==> config.mk <==
export PLATFORM = sky130hd
export DESIGN_NAME = serial_frame_receiver_with_ack_unit
export DESIGN_NICKNAME = d
export VERILOG_FILES = /design/src/rtl/core/sfr_pkg.sv /design/src/rtl/core/sfr_in_stage.sv /design/src/rtl/core/sfr_step.sv /design/src/rtl/core/sfr_out_stage.sv /design/src/rtl/core/serial_frame_receiver_with_ack_unit.sv
export SDC_FILE = /design/constraint.sdc
export NUM_CORES = 1
export LEC_CHECK = 0
export BUFFER_PORTS_ARGS = -buffer_cell sky130_fd_sc_hd__buf_2
export CORE_UTILIZATION = 40
export CTS_CLUSTER_DIAMETER = 50
export DETAILED_ROUTE_END_ITERATION = 6
export PLACE_DENSITY = 0.6
export SYNTH_ARGS = -nofsm -noshare
export SYNTH_HDL_FRONTEND = slang
export SYNTH_SLANG_ARGS = --single-unit
export TNS_END_PERCENT = 20
==> constraint.sdc <==
create_clock -name clk_i -period 3.7 [get_ports clk_i]
set_input_delay 0.185 -clock clk_i [delete_from_list [all_inputs] [get_ports clk_i]]
set_output_delay 0.185 -clock clk_i [all_outputs]
set_load 0.01 [all_outputs]
==> src/rtl/core/sfr_pkg.sv <==
// ----------------------------------------------------------------------------
// sfr_pkg
// Shared types and constants of the serial frame receiver: buffer size,
// protocol byte codes, receive phases, event codes and the stage payloads.
// ----------------------------------------------------------------------------
package sfr_pkg;

  // Frame buffer depth and the width of the stored-byte counter.
  localparam int BufferBytes = 64;
  localparam int CountW      = $clog2(BufferBytes + 1);

  // Protocol byte codes.
  localparam logic [7:0] CodeSof   = 8'h01;
  localparam logic [7:0] CodeAck   = 8'h06;
  localparam logic [7:0] CodeNak   = 8'h15;
  localparam logic [7:0] CodeCan   = 8'h18;
  localparam logic [7:0] CheckSeed = 8'hFF;

  // Reset values of the configuration registers.
  localparam logic [7:0] MinLenReset  = 8'd3;
  localparam logic [7:0] MaxLenReset  = 8'd64;
  localparam logic [7:0] LastCmdReset = 8'd255;

  typedef enum logic [1:0] {
    CFG_MIN_LEN  = 2'd0,
    CFG_MAX_LEN  = 2'd1,
    CFG_LAST_CMD = 2'd2
  } cfg_idx_e;

  typedef enum logic [2:0] {
    PH_HUNT  = 3'd0,
    PH_LEN   = 3'd1,
    PH_TYPE  = 3'd2,
    PH_CMD   = 3'd3,
    PH_DATA  = 3'd4,
    PH_CHECK = 3'd5
  } phase_e;

  typedef enum logic [2:0] {
    EV_NONE      = 3'd0,
    EV_ACK       = 3'd1,
    EV_NAK       = 3'd2,
    EV_FRAME_OK  = 3'd3,
    EV_CHECK_ERR = 3'd4
  } event_e;

  typedef struct packed {
    logic       action;
    logic [7:0] rx_byte;
    logic       accept_frame;
  } sfr_item_t;

  typedef struct packed {
    event_e     event_res;
    logic       reply_valid;
    logic [7:0] reply_byte;
    logic       store_valid;
    logic [5:0] store_index;
    logic [7:0] store_byte;
    logic       ack_was_positive;
  } sfr_result_t;

endpackage

==> src/rtl/core/sfr_in_stage.sv <==
// ----------------------------------------------------------------------------
// sfr_in_stage
// Input register. Holds one request and hands it to the step logic when
// the result register can take the result.
// ----------------------------------------------------------------------------
module sfr_in_stage (
  input  logic               clk_i,
  input  logic               rst_ni,
  input  logic               in_valid_i,
  input  sfr_pkg::sfr_item_t item_i,
  output logic               in_stall_o,
  input  logic               out_busy_i,
  output logic               fire_o,
  output sfr_pkg::sfr_item_t item_o
);
  import sfr_pkg::*;

  logic      vld_q, vld_d;
  sfr_item_t item_q;
  logic      load;

  assign fire_o     = vld_q && !out_busy_i;
  assign in_stall_o = vld_q && out_busy_i;
  assign load       = in_valid_i && !in_stall_o;
  assign item_o     = item_q;

  always_comb begin
    vld_d = vld_q;
    if (load) begin
      vld_d = 1'b1;
    end else if (fire_o) begin
      vld_d = 1'b0;
    end
  end

  always_ff @(posedge clk_i or negedge rst_ni) begin
    if (!rst_ni) begin
      vld_q <= 1'b0;
    end else begin
      vld_q <= vld_d;
    end
  end

  always_ff @(posedge clk_i) begin
    if (load) begin
      item_q <= item_i;
    end
  end

endmodule

==> src/rtl/core/sfr_step.sv <==
// ----------------------------------------------------------------------------
// sfr_step
// Receiver state, configuration registers and the per-byte logic that
// turns one request into one result and the next state.
// ----------------------------------------------------------------------------
module sfr_step (
  input  logic                 clk_i,
  input  logic                 rst_ni,
  input  logic                 cfg_we_i,
  input  logic [1:0]           cfg_idx_i,
  input  logic [7:0]           cfg_wdata_i,
  input  logic                 fire_i,
  input  sfr_pkg::sfr_item_t   item_i,
  output sfr_pkg::sfr_result_t result_o
);
  import sfr_pkg::*;

  logic [7:0] min_len_q, max_len_q, last_cmd_q;

  phase_e            phase_q, phase_d;
  logic [7:0]        len_q, len_d;
  logic [CountW-1:0] cnt_q, cnt_d;
  logic [7:0]        chk_q, chk_d;
  logic              pend_q, pend_d;
  logic              pos_q, pos_d;

  logic [CountW-1:0]   cnt_next;
  logic [7:0]          len_eff;
  logic                full;
  logic                reached;
  logic                take;
  phase_e              base;
  logic [7:0]          rx;
  sfr_result_t         res;

  assign rx       = item_i.rx_byte;
  assign cnt_next = cnt_q + CountW'(1);
  assign full     = (cnt_q >= CountW'(BufferBytes));
  // The length byte is the first stored byte, so it counts on its own arrival.
  assign len_eff  = (cnt_q == '0) ? rx : len_q;
  assign reached  = ({8'b0, cnt_next} >= {CountW'(0), len_eff});
  assign result_o = res;

  always_comb begin
    phase_d = phase_q;
    len_d   = len_q;
    cnt_d   = cnt_q;
    chk_d   = chk_q;
    pend_d  = pend_q;
    pos_d   = pos_q;
    take    = 1'b0;
    base    = phase_q;
    res     = '0;
    res.event_res = EV_NONE;

    if (item_i.action) begin
      pend_d = 1'b1;
      pos_d  = 1'b0;
    end else begin
      unique case (phase_q)
        PH_HUNT: begin
          priority if (rx == CodeSof) begin
            chk_d   = CheckSeed;
            cnt_d   = '0;
            phase_d = PH_LEN;
          end else if (pend_q && rx == CodeAck) begin
            res.event_res = EV_ACK;
            pend_d = 1'b0;
            pos_d  = 1'b1;
          end else if (pend_q && rx == CodeNak) begin
            res.event_res = EV_NAK;
            pend_d = 1'b0;
            pos_d  = 1'b0;
          end else begin
            phase_d = PH_HUNT;
          end
        end
        PH_LEN: begin
          if (rx < min_len_q || rx > max_len_q) begin
            phase_d = PH_HUNT;
          end else begin
            take = 1'b1;
            base = PH_TYPE;
          end
        end
        PH_TYPE: begin
          take = 1'b1;
          base = PH_CMD;
        end
        PH_CMD: begin
          if (cnt_q != '0 && rx > last_cmd_q) begin
            phase_d = PH_HUNT;
          end else begin
            take = 1'b1;
            base = PH_DATA;
          end
        end
        PH_DATA: begin
          take = 1'b1;
          base = PH_DATA;
        end
        PH_CHECK: begin
          res.reply_valid = 1'b1;
          if (item_i.accept_frame) begin
            if (rx == chk_q) begin
              res.reply_byte = CodeAck;
              res.event_res  = EV_FRAME_OK;
            end else begin
              res.reply_byte = CodeNak;
              res.event_res  = EV_CHECK_ERR;
            end
          end else begin
            res.reply_byte = CodeCan;
          end
          phase_d = PH_HUNT;
        end
        default: begin
          phase_d = PH_HUNT;
        end
      endcase

      // A stored byte advances the phase once more when the count reaches
      // the length; a byte that finds the buffer full moves straight on.
      if (take) begin
        if (!full) begin
          res.store_valid = 1'b1;
          res.store_index = cnt_q[5:0];
          res.store_byte  = rx;
          cnt_d = cnt_next;
          chk_d = chk_q ^ rx;
          if (cnt_q == '0) begin
            len_d = rx;
          end
          phase_d = reached ? phase_e'(3'(base) + 3'd1) : base;
        end else begin
          phase_d = phase_e'(3'(base) + 3'd1);
        end
      end
    end

    res.ack_was_positive = pos_d;
  end

  always_ff @(posedge clk_i or negedge rst_ni) begin
    if (!rst_ni) begin
      phase_q <= PH_HUNT;
      len_q   <= '0;
      cnt_q   <= '0;
      chk_q   <= CheckSeed;
      pend_q  <= 1'b0;
      pos_q   <= 1'b1;
    end else if (fire_i) begin
      phase_q <= phase_d;
      len_q   <= len_d;
      cnt_q   <= cnt_d;
      chk_q   <= chk_d;
      pend_q  <= pend_d;
      pos_q   <= pos_d;
    end
  end

  always_ff @(posedge clk_i or negedge rst_ni) begin
    if (!rst_ni) begin
      min_len_q  <= MinLenReset;
      max_len_q  <= MaxLenReset;
      last_cmd_q <= LastCmdReset;
    end else if (cfg_we_i) begin
      unique case (cfg_idx_i)
        CFG_MIN_LEN:  min_len_q  <= cfg_wdata_i;
        CFG_MAX_LEN:  max_len_q  <= cfg_wdata_i;
        CFG_LAST_CMD: last_cmd_q <= cfg_wdata_i;
        default: begin
          min_len_q <= min_len_q;
        end
      endcase
    end
  end

endmodule

==> src/rtl/core/sfr_out_stage.sv <==
// ----------------------------------------------------------------------------
// sfr_out_stage
// Result register. Holds one result until the receiver takes it and tells
// the input side when it cannot take another.
// ----------------------------------------------------------------------------
module sfr_out_stage (
  input  logic                 clk_i,
  input  logic                 rst_ni,
  input  logic                 load_i,
  input  sfr_pkg::sfr_result_t result_i,
  output logic                 busy_o,
  output logic                 out_valid_o,
  input  logic                 out_stall_i,
  output sfr_pkg::sfr_result_t result_o
);
  import sfr_pkg::*;

  logic        vld_q, vld_d;
  sfr_result_t res_q;

  assign busy_o      = vld_q && out_stall_i;
  assign out_valid_o = vld_q;
  assign result_o    = res_q;

  always_comb begin
    vld_d = vld_q;
    if (load_i) begin
      vld_d = 1'b1;
    end else if (!out_stall_i) begin
      vld_d = 1'b0;
    end
  end

  always_ff @(posedge clk_i or negedge rst_ni) begin
    if (!rst_ni) begin
      vld_q <= 1'b0;
    end else begin
      vld_q <= vld_d;
    end
  end

  always_ff @(posedge clk_i) begin
    if (load_i) begin
      res_q <= result_i;
    end
  end

endmodule

==> src/rtl/core/serial_frame_receiver_with_ack_unit.sv <==
// ----------------------------------------------------------------------------
// serial_frame_receiver_with_ack_unit
// Serial API frame receiver: frame parsing, checksum, reply and ACK wait.
// ----------------------------------------------------------------------------
// Each input request carries one received byte (action 0) or a notice that
// a frame was sent (action 1), which arms the wait for an ACK or NAK.
// Every request yields exactly one result on the output channel: an event
// code, an optional reply byte (ACK, NAK or CAN), an optional stored byte
// with its buffer index, and the current transmit acknowledge status.
// Both channels use valid and stall; a request moves when valid is high and
// stall is low. Configuration writes (length limits and command limit) go
// through cfg_we_i / cfg_idx_i / cfg_wdata_i while the unit is idle; the user
// must keep to that, the block does not enforce it. A request passes an input
// register and then a result register, and its result is shown from the
// result register. One request is accepted every cycle as long as the
// output side does not stall; the per-byte logic between the two registers
// sets that figure. When the output stalls, the result register holds, the
// input register fills and then in_stall_o rises.
// Reset leaves the receiver hunting for a start of frame with no ACK wait
// armed and the acknowledge status positive, and restores the default
// configuration. There is no clearing pass.
// ----------------------------------------------------------------------------
module serial_frame_receiver_with_ack_unit (
  input  logic       clk_i,
  input  logic       rst_ni,
  input  logic       cfg_we_i,
  input  logic [1:0] cfg_idx_i,
  input  logic [7:0] cfg_wdata_i,
  input  logic       in_valid_i,
  output logic       in_stall_o,
  input  logic       action_i,
  input  logic [7:0] rx_byte_i,
  input  logic       accept_frame_i,
  output logic       out_valid_o,
  input  logic       out_stall_i,
  output logic [2:0] event_res_o,
  output logic       reply_valid_o,
  output logic [7:0] reply_byte_o,
  output logic       store_valid_o,
  output logic [5:0] store_index_o,
  output logic [7:0] store_byte_o,
  output logic       ack_was_positive_o
);
  import sfr_pkg::*;

  sfr_item_t   item_in, item_reg;
  sfr_result_t step_res, out_res;
  logic        fire;
  logic        out_busy;

  assign item_in.action       = action_i;
  assign item_in.rx_byte      = rx_byte_i;
  assign item_in.accept_frame = accept_frame_i;

  sfr_in_stage u_in_stage (
    .clk_i      (clk_i),
    .rst_ni     (rst_ni),
    .in_valid_i (in_valid_i),
    .item_i     (item_in),
    .in_stall_o (in_stall_o),
    .out_busy_i (out_busy),
    .fire_o     (fire),
    .item_o     (item_reg)
  );

  sfr_step u_step (
    .clk_i       (clk_i),
    .rst_ni      (rst_ni),
    .cfg_we_i    (cfg_we_i),
    .cfg_idx_i   (cfg_idx_i),
    .cfg_wdata_i (cfg_wdata_i),
    .fire_i      (fire),
    .item_i      (item_reg),
    .result_o    (step_res)
  );

  sfr_out_stage u_out_stage (
    .clk_i       (clk_i),
    .rst_ni      (rst_ni),
    .load_i      (fire),
    .result_i    (step_res),
    .busy_o      (out_busy),
    .out_valid_o (out_valid_o),
    .out_stall_i (out_stall_i),
    .result_o    (out_res)
  );

  assign event_res_o        = out_res.event_res;
  assign reply_valid_o      = out_res.reply_valid;
  assign reply_byte_o       = out_res.reply_byte;
  assign store_valid_o      = out_res.store_valid;
  assign store_index_o      = out_res.store_index;
  assign store_byte_o       = out_res.store_byte;
  assign ack_was_positive_o = out_res.ack_was_positive;

`ifndef SYNTHESIS
  // The input side only stalls behind a full, stalled result register.
  a_stall_cause: assert property (@(posedge clk_i) disable iff (!rst_ni)
    in_stall_o |-> (out_valid_o && out_stall_i))
    else $error("input stalled without a stalled result");

  // A checksum reply and a stored byte never come from the same byte.
  a_reply_or_store: assert property (@(posedge clk_i) disable iff (!rst_ni)
    out_valid_o |-> !(reply_valid_o && store_valid_o))
    else $error("reply and store in one result");

  // A stored byte reports no event.
  a_store_no_event: assert property (@(posedge clk_i) disable iff (!rst_ni)
    (out_valid_o && store_valid_o) |-> (event_res_o == EV_NONE))
    else $error("event reported with a stored byte");

  // A reply is always one of the three handshake codes.
  a_reply_code: assert property (@(posedge clk_i) disable iff (!rst_ni)
    (out_valid_o && reply_valid_o) |->
      (reply_byte_o == CodeAck || reply_byte_o == CodeNak || reply_byte_o == CodeCan))
    else $error("reply byte is not ACK, NAK or CAN");
`endif

endmodule
==> out/results.ini, run 1 <==
[status]
outcome=finished, final reports clean

[timing]
clock.fmax_mhz=316
rsz0062_at_grt=false
hold_violations=0
finalCritPeriodShare_pct=85.5
maxSlewHeadroom_pct=47.8
fin_tns_setup_ns=0
period_needed_ns=3.16
finalSetupViolCount=0
fin_skew_ns=0.00792
max_slew.worst_pin.slew_ns=0.780
slew_violations=0

[setup_path]
critPathKind=flip-flop to flip-flop
required_ns=3.97
rrSetupSlack_ns=0.54
cpPeakStageDelay_ns=0.57
cp_max_fo=9
critPathLaunchType=flip-flop
crit_arrival_ns=3.43
cp_cell_sequence=ha_1 -> a211o_1 -> a21oi_1 -> nand4_1 -> a31oi_1 -> a211oi_1 -> ha_1 -> and2_1 -> a31oi_1 -> mux2_2 -> o22ai_1
ff2ff_path_depth=11
endpoint_kind=flip-flop
cp_slowest_cell=edfxtp_1

[global_route]
grt_pass1_wl_um=15800
grt_pass1_vias=3135
grt_usage_pct=16.8
antenna_found_initial=0
grt_max_degree=32
globalRouteOverflowTotal=0

[clocking]
path_clk_slew_ns=0.06
cts_tree=done
cts_buffer_depth=2
cts_resized=0
cts_root_buf=clkbuf_16
htree_levels=3
cts_sinks=89
insertion_delay_ns=0.35
numCtsBuffers=9

[pwr]
clkPwrFrac_pct=27.2
pwr-share-seq_pct=47.2
switchingPower_mw=0.918
ir_drop_mv=0.287
p_sw_share_pct=30.6
power_density_mw_per_mm2=558
power_leakage_nw=2.33
p_int_mw=2.08
comb_power_share_pct=25.6

[floorplanning]
start_util_pct=41.1
rows=39
core_mm2=0.0115
pin_count=55
die_x_um=111
dieArea_mm2=0.0122
fp.dieH_um=111

[final_layout]
num_antenna_cells=0
finish.net_count=533
nFillCells=1073
postLayoutCoreUtil_pct=46.8
area.growth.synth_to_final_pct=13.9
drive_above_1_share_pct=24.6

[synthesis]
synth-edff-count=35
synth_top_area_share_pct=22.3
ys.flop_type=edfxtp_1
synth-seq-cells=89
yosysSeqAreaShare_pct=51.5
syn_avg_cell_area_um2=11.2
synthCells=420
yosys-top-cells-count=35 x edfxtp_1, 34 x dfrtp_1, 33 x ha_1
synth_async_sr_flop_share_pct=60.7
synth_area_leaders=edfxtp_1 22%, dfrtp_1 18%, dfstp_2 11%
yosysWarnings=0
netlist_area_mm2=0.00471
yosysTopAreaCell=edfxtp_1
synthDistinctLibCells=57
yosysMostFrequentCell=edfxtp_1

[detailed_routing]
drc=0
drt_iter0_markers=147
wl_um=9530
via_count=3255
antenna_left=0
wl_per_cell_um=15.3
firstDrtPassIters=4
avgViaCountPerCell=5.22

[placed_design]
gp_congestion=0.817
place_hpwl_um=6950
port_buffers=51

[worst_hold_path]
min_path_cells=1
min_path_type=primary input to flip-flop

[run]
drv_cap=0

## worst max-delay path: cells and delay by family (launching register included)
| family | cells | cell delay, ns |
|---|---|---|
| fa+ha+maj | 2 | 0.60 |
| flops | 1 | 0.57 |
| mux | 1 | 0.36 |
| compound gates | 6 | 1.29 |
| simple gates | 2 | 0.25 |
## repair_timing
| item | 4_1_cts | 5_1_grt |
|---|---|---|
| hold buffers | 2 | 0 |
| setup buffers | 0 | 0 |
| hold endpoints to repair | 18 | 0 |
## logic make-up after synthesis
logic type               synth area share (%)
AO/OA/AOI/OAI                            12.4
XOR/XNOR                                 2.60
adder cells (fa/ha/maj)                  8.76
buffers and inverters                    4.54
flip-flops                               51.5
multiplexers                             6.71
other                                  0.0795
AND/OR/NAND/NOR                          13.4
## registers in the layout (all words and copies together), names as in the netlist
register / cells
u_step.pos_q: 1
u_step.pend_q: 1
u_step.len_q: 8
u_in_stage.item_o: 10
u_step.phase_q: 3
u_out_stage.out_valid_o: 1
u_in_stage.vld_q: 1
u_out_stage.result_o: 25
u_step.chk_q: 8
u_step.min_len_q: 8
u_step.max_len_q: 8
u_step.cnt_q: 7
u_step.last_cmd_q: 8
## through the flow
stage                     hold slack, ns  total power [mW]  area [um^2]  setup WS (ns)  std cells
after floorplan                   -0.111              1.99         4720          0.907        422
after global placement             0.214              2.17         5090          0.622        605
after detailed placement           0.222              2.20         5090          0.544        605
after CTS                        0.00221              3.03         5370          0.527        623
after global routing             0.00472              3.19         5370          0.356        623
final                             0.0166              3.00         5370          0.537        623
## worst paths after layout
| path | start | to |
|---|---|---|
| setup / recovery | u_in_stage.item_o[6]$_DFFE_PP_ | u_step.phase_q[2]$_DFFE_PN0P_ |
| hold / removal | action_i | u_in_stage.item_o[9]$_DFFE_PP_ |
| max in group asynchronous | rst_ni | u_step.last_cmd_q[6]$_DFFE_PN1P_ |
| min in group asynchronous | rst_ni | u_step.len_q[6]$_DFFE_PN0P_ |
| setup reg to reg | u_in_stage.item_o[6]$_DFFE_PP_ | u_step.phase_q[2]$_DFFE_PN0P_ |
| hold reg to reg | u_step.pos_q$_DFFE_PN1P_ | u_step.pos_q$_DFFE_PN1P_ |
## cell usage in the layout, fill, tap and decap left out, types with 6 or more instances in the layout
cell type	instances
edfxtp_1	35
dfstp_2	20
inv_1	30
ha_1	33
mux2_2	19
o21ai_0	26
a22o_1	6
a21oi_1	26
a2bb2oi_1	8
dfrtp_1	34
nand3_1	18
nand2_1	25
mux2i_1	8
and2_1	18
buf_2	51
nand4_1	8
clkbuf_16	9
nor2_1	15
xnor2_1	12
## layer usage
metal / global-route usage [%] / up-vias / part of all wire (%)
met3: 4.12 / 19 / 4.7
met4: 9.24 / 0 / 2.7
met2: 25.0 / 74 / 44
li1: - / 1615 / -
met5: 0 / - / 0
met1: 22.4 / 1547 / 48
## power groups by stage
stage                     clock [mW]  sequential (mW)  combinational [mW]
after detailed placement           0             1.43               0.772
final                          0.814             1.41               0.768
after global placement             0             1.42               0.751
after global routing           0.876             1.44               0.878
after floorplan                    0             1.39               0.605
after CTS                      0.845             1.41               0.778
## final cells by class
| type | count | area (um^2) | share of cell area [%] |
|---|---|---|---|
| clock buffer | 12 | 236 | 4.40 |
| clock inverter | 4 | 22.5 | 0.419 |
| inverter | 30 | 113 | 2.10 |
| multi-input combinational | 287 | 2080 | 38.7 |
| sequential | 89 | 2430 | 45.2 |
| tap | 143 | 179 | 3.33 |
| timing repair buffer | 58 | 313 | 5.82 |
(Power assumes the default switching activity.)
==> inputs of run 2 (changes only) <==
--- a/config.mk
+++ b/config.mk
@@ -9,7 +9,7 @@
 export CORE_UTILIZATION = 40
 export CTS_CLUSTER_DIAMETER = 50
 export DETAILED_ROUTE_END_ITERATION = 6
-export PLACE_DENSITY = 0.6
+export PLACE_DENSITY = 0.64
 export SYNTH_ARGS = -nofsm -noshare
 export SYNTH_HDL_FRONTEND = slang
 export SYNTH_SLANG_ARGS = --single-unit
==> out/results.ini, run 2 (same netlist as run 1, synthesis figures left out) <==
[timing]
finalCritPeriodShare_pct=86.8  ; +1.3 points
period_needed_ns=3.21  ; +0.0485 ns
maxSlewHeadroom_pct=44.7  ; -3.2 points
max_slew.worst_pin.slew_ns=0.827  ; +0.0471 ns
rsz0062_at_grt=false
fin_tns_setup_ns=0  ; unchanged
fin_skew_ns=0.00513  ; -0.00280 ns
hold_violations=0  ; unchanged
finalSetupViolCount=0  ; unchanged
clock.fmax_mhz=311  ; -1.5%
slew_violations=0  ; unchanged

[detailed_routing]
wl_per_cell_um=15.4  ; +0.54%
via_count=3309  ; +1.7%
drc=0  ; unchanged
firstDrtPassIters=4  ; unchanged
avgViaCountPerCell=5.30  ; +1.5%
wl_um=9590  ; +0.70%
antenna_left=0  ; unchanged
drt_iter0_markers=189  ; +29%

[pwr]
p_int_mw=2.35  ; +13%
total_power_mw=3.27  ; +9.1%
pwr-share-seq_pct=43.2  ; -4.0 points
clkPwrFrac_pct=33.1  ; +5.9 points
power_density_mw_per_mm2=597  ; +7.0%
switchingPower_mw=0.917  ; about the same
ir_drop_mv=0.283  ; -1.6%
power_leakage_nw=2.38  ; +2.2%
p_sw_share_pct=28.1  ; -2.6 points
comb_power_share_pct=23.6  ; -2.0 points

[final_layout]
num_antenna_cells=0  ; unchanged
postLayoutCoreUtil_pct=47.8  ; +0.92 points
final_common_cell=buf_2
final_area_mm2=0.00548  ; +2.0%
finish.net_count=534  ; +0.19%
drive_above_1_share_pct=25.4  ; +0.78 points
largest_reg_flops=25  ; unchanged
area.growth.synth_to_final_pct=16.2
layout_common_cells=51 x buf_2, 35 x edfxtp_1, 34 x dfrtp_1, 33 x ha_1, 30 x inv_1

[floorplanning]
fp.dieH_um=111  ; unchanged
start_util_pct=41.1  ; unchanged
rows=39  ; unchanged
dieArea_mm2=0.0122  ; unchanged
core_mm2=0.0115  ; unchanged
pin_count=55  ; unchanged
die_x_um=111  ; unchanged

[clocking]
cts_tree=done
insertion_delay_ns=0.34  ; about the same
htree_levels=3  ; unchanged
cts_root_buf=clkbuf_16
numCtsBuffers=9  ; unchanged
cts_sinks=89  ; unchanged
cts_setup_buffers=0  ; unchanged
cts_buffer_depth=2  ; unchanged
path_clk_slew_ns=0.06  ; about the same

[setup_path]
cp_max_fo=10  ; +1
rrSetupSlack_ns=0.49  ; -0.05 ns
crit_arrival_ns=3.43  ; about the same
regToRegEndpoint=u_step.len_q[7]$_DFFE_PN0P_
endpoint_kind=flip-flop
critPathKind=flip-flop to flip-flop
critPathLaunchType=flip-flop
r2r_start=u_in_stage.item_o[6]$_DFFE_PP_
required_ns=3.92  ; -0.05 ns
ff2ff_path_depth=9  ; -2

[global_route]
antenna_found_initial=0  ; unchanged
globalRouteOverflowTotal=0  ; unchanged
grt_usage_pct=16.9  ; +0.091 points
grt_pass1_wl_um=16200  ; +2.2%
grt_pass1_vias=3229  ; +3.0%
grt_max_degree=30  ; -6.3%

[placed_design]
port_buffers=51  ; unchanged
gp_congestion=0.920  ; +13%
place_area_mm2=0.00511  ; +0.29%
place_hpwl_um=7030  ; +1.2%

[status]
outcome=finished, final reports clean

[run]
drv_cap=0  ; unchanged

[worst_hold_path]
min_to=u_in_stage.item_o[5]$_DFFE_PP_
min_path_type=primary input to flip-flop
hold_start=rx_byte_i[4]
min_path_cells=1  ; unchanged

-- run 2: power by group through the flow --
stage	sequential [mW]	clock, mW	combinational (mW)
after floorplan	1.39	0	0.605
after global placement	1.42	0	0.754
after detailed placement	1.43	0	0.778
after CTS	1.41	1.11	0.784
after global routing	1.44	1.15	0.880
final	1.41	1.08	0.773
-- run 2: layer usage --
layer / wire length (um) / up-vias / GRT usage (%)
li1: - / 1617 / -
met1: 4530 / 1577 / 22.1
met2: 4330 / 96 / 26.2
met3: 438 / 19 / 3.84
met4: 293 / 0 / 8.62
met5: 0 / - / 0
-- run 2: worst max-delay path by stage --
stage	to	slack [ns]	cells after the start	from
floorplan	u_step.phase_q[2]$_DFFE_PN0P_	0.91	11	u_in_stage.item_o[6]$_DFFE_PP_
global placement	u_step.phase_q[2]$_DFFE_PN0P_	0.57	13	u_step.cnt_q[0]$_DFFE_PN0P_
detailed placement	u_step.len_q[7]$_DFFE_PN0P_	0.50	9	u_in_stage.item_o[6]$_DFFE_PP_
CTS	u_step.len_q[7]$_DFFE_PN0P_	0.48	9	u_in_stage.item_o[6]$_DFFE_PP_
global route	u_step.phase_q[2]$_DFFE_PN0P_	0.28	13	u_step.cnt_q[0]$_DFFE_PN0P_
finish	u_step.len_q[7]$_DFFE_PN0P_	0.49	9	u_in_stage.item_o[6]$_DFFE_PP_
-- run 2: cell type report --
class                           count  area (um^2)
Clock buffer                       10          229
Sequential cell                    89         2430
Inverter                           30          113
Multi-Input combinational cell    287         2080
Timing Repair Buffer               59          318
Clock inverter                      6          130
Tap cell                          143          179
Fill cell                        1025         5990
-- run 2: repair_timing --
action / CTS / global route
hold endpoints to repair: 22 / 0
gates resized for setup: 0 / 0
hold buffers: 1 / 0
-- run 2: through the flow --
step | hold slack [ns] | setup slack [ns] | instances
6_report | 0.0177 | 0.489 | 624
5_1_grt | 0.00801 | 0.281 | 624
4_1_cts | 0.00540 | 0.476 | 624
3_5_place_dp | 0.241 | 0.499 | 607
3_3_place_gp | 0.236 | 0.574 | 607
2_1_floorplan | -0.111 | 0.907 | 422
-- run 2: critical path: stages, from the launching register on --
cell	delay [ns]
edfxtp_1	0.55
ha_1	0.37
a211o_1	0.29
a21oi_1	0.17
nand4_1	0.11
a31oi_1	0.38
o41a_1	0.48
buf_4	0.26
nand4_1	0.12
mux2_1	0.36
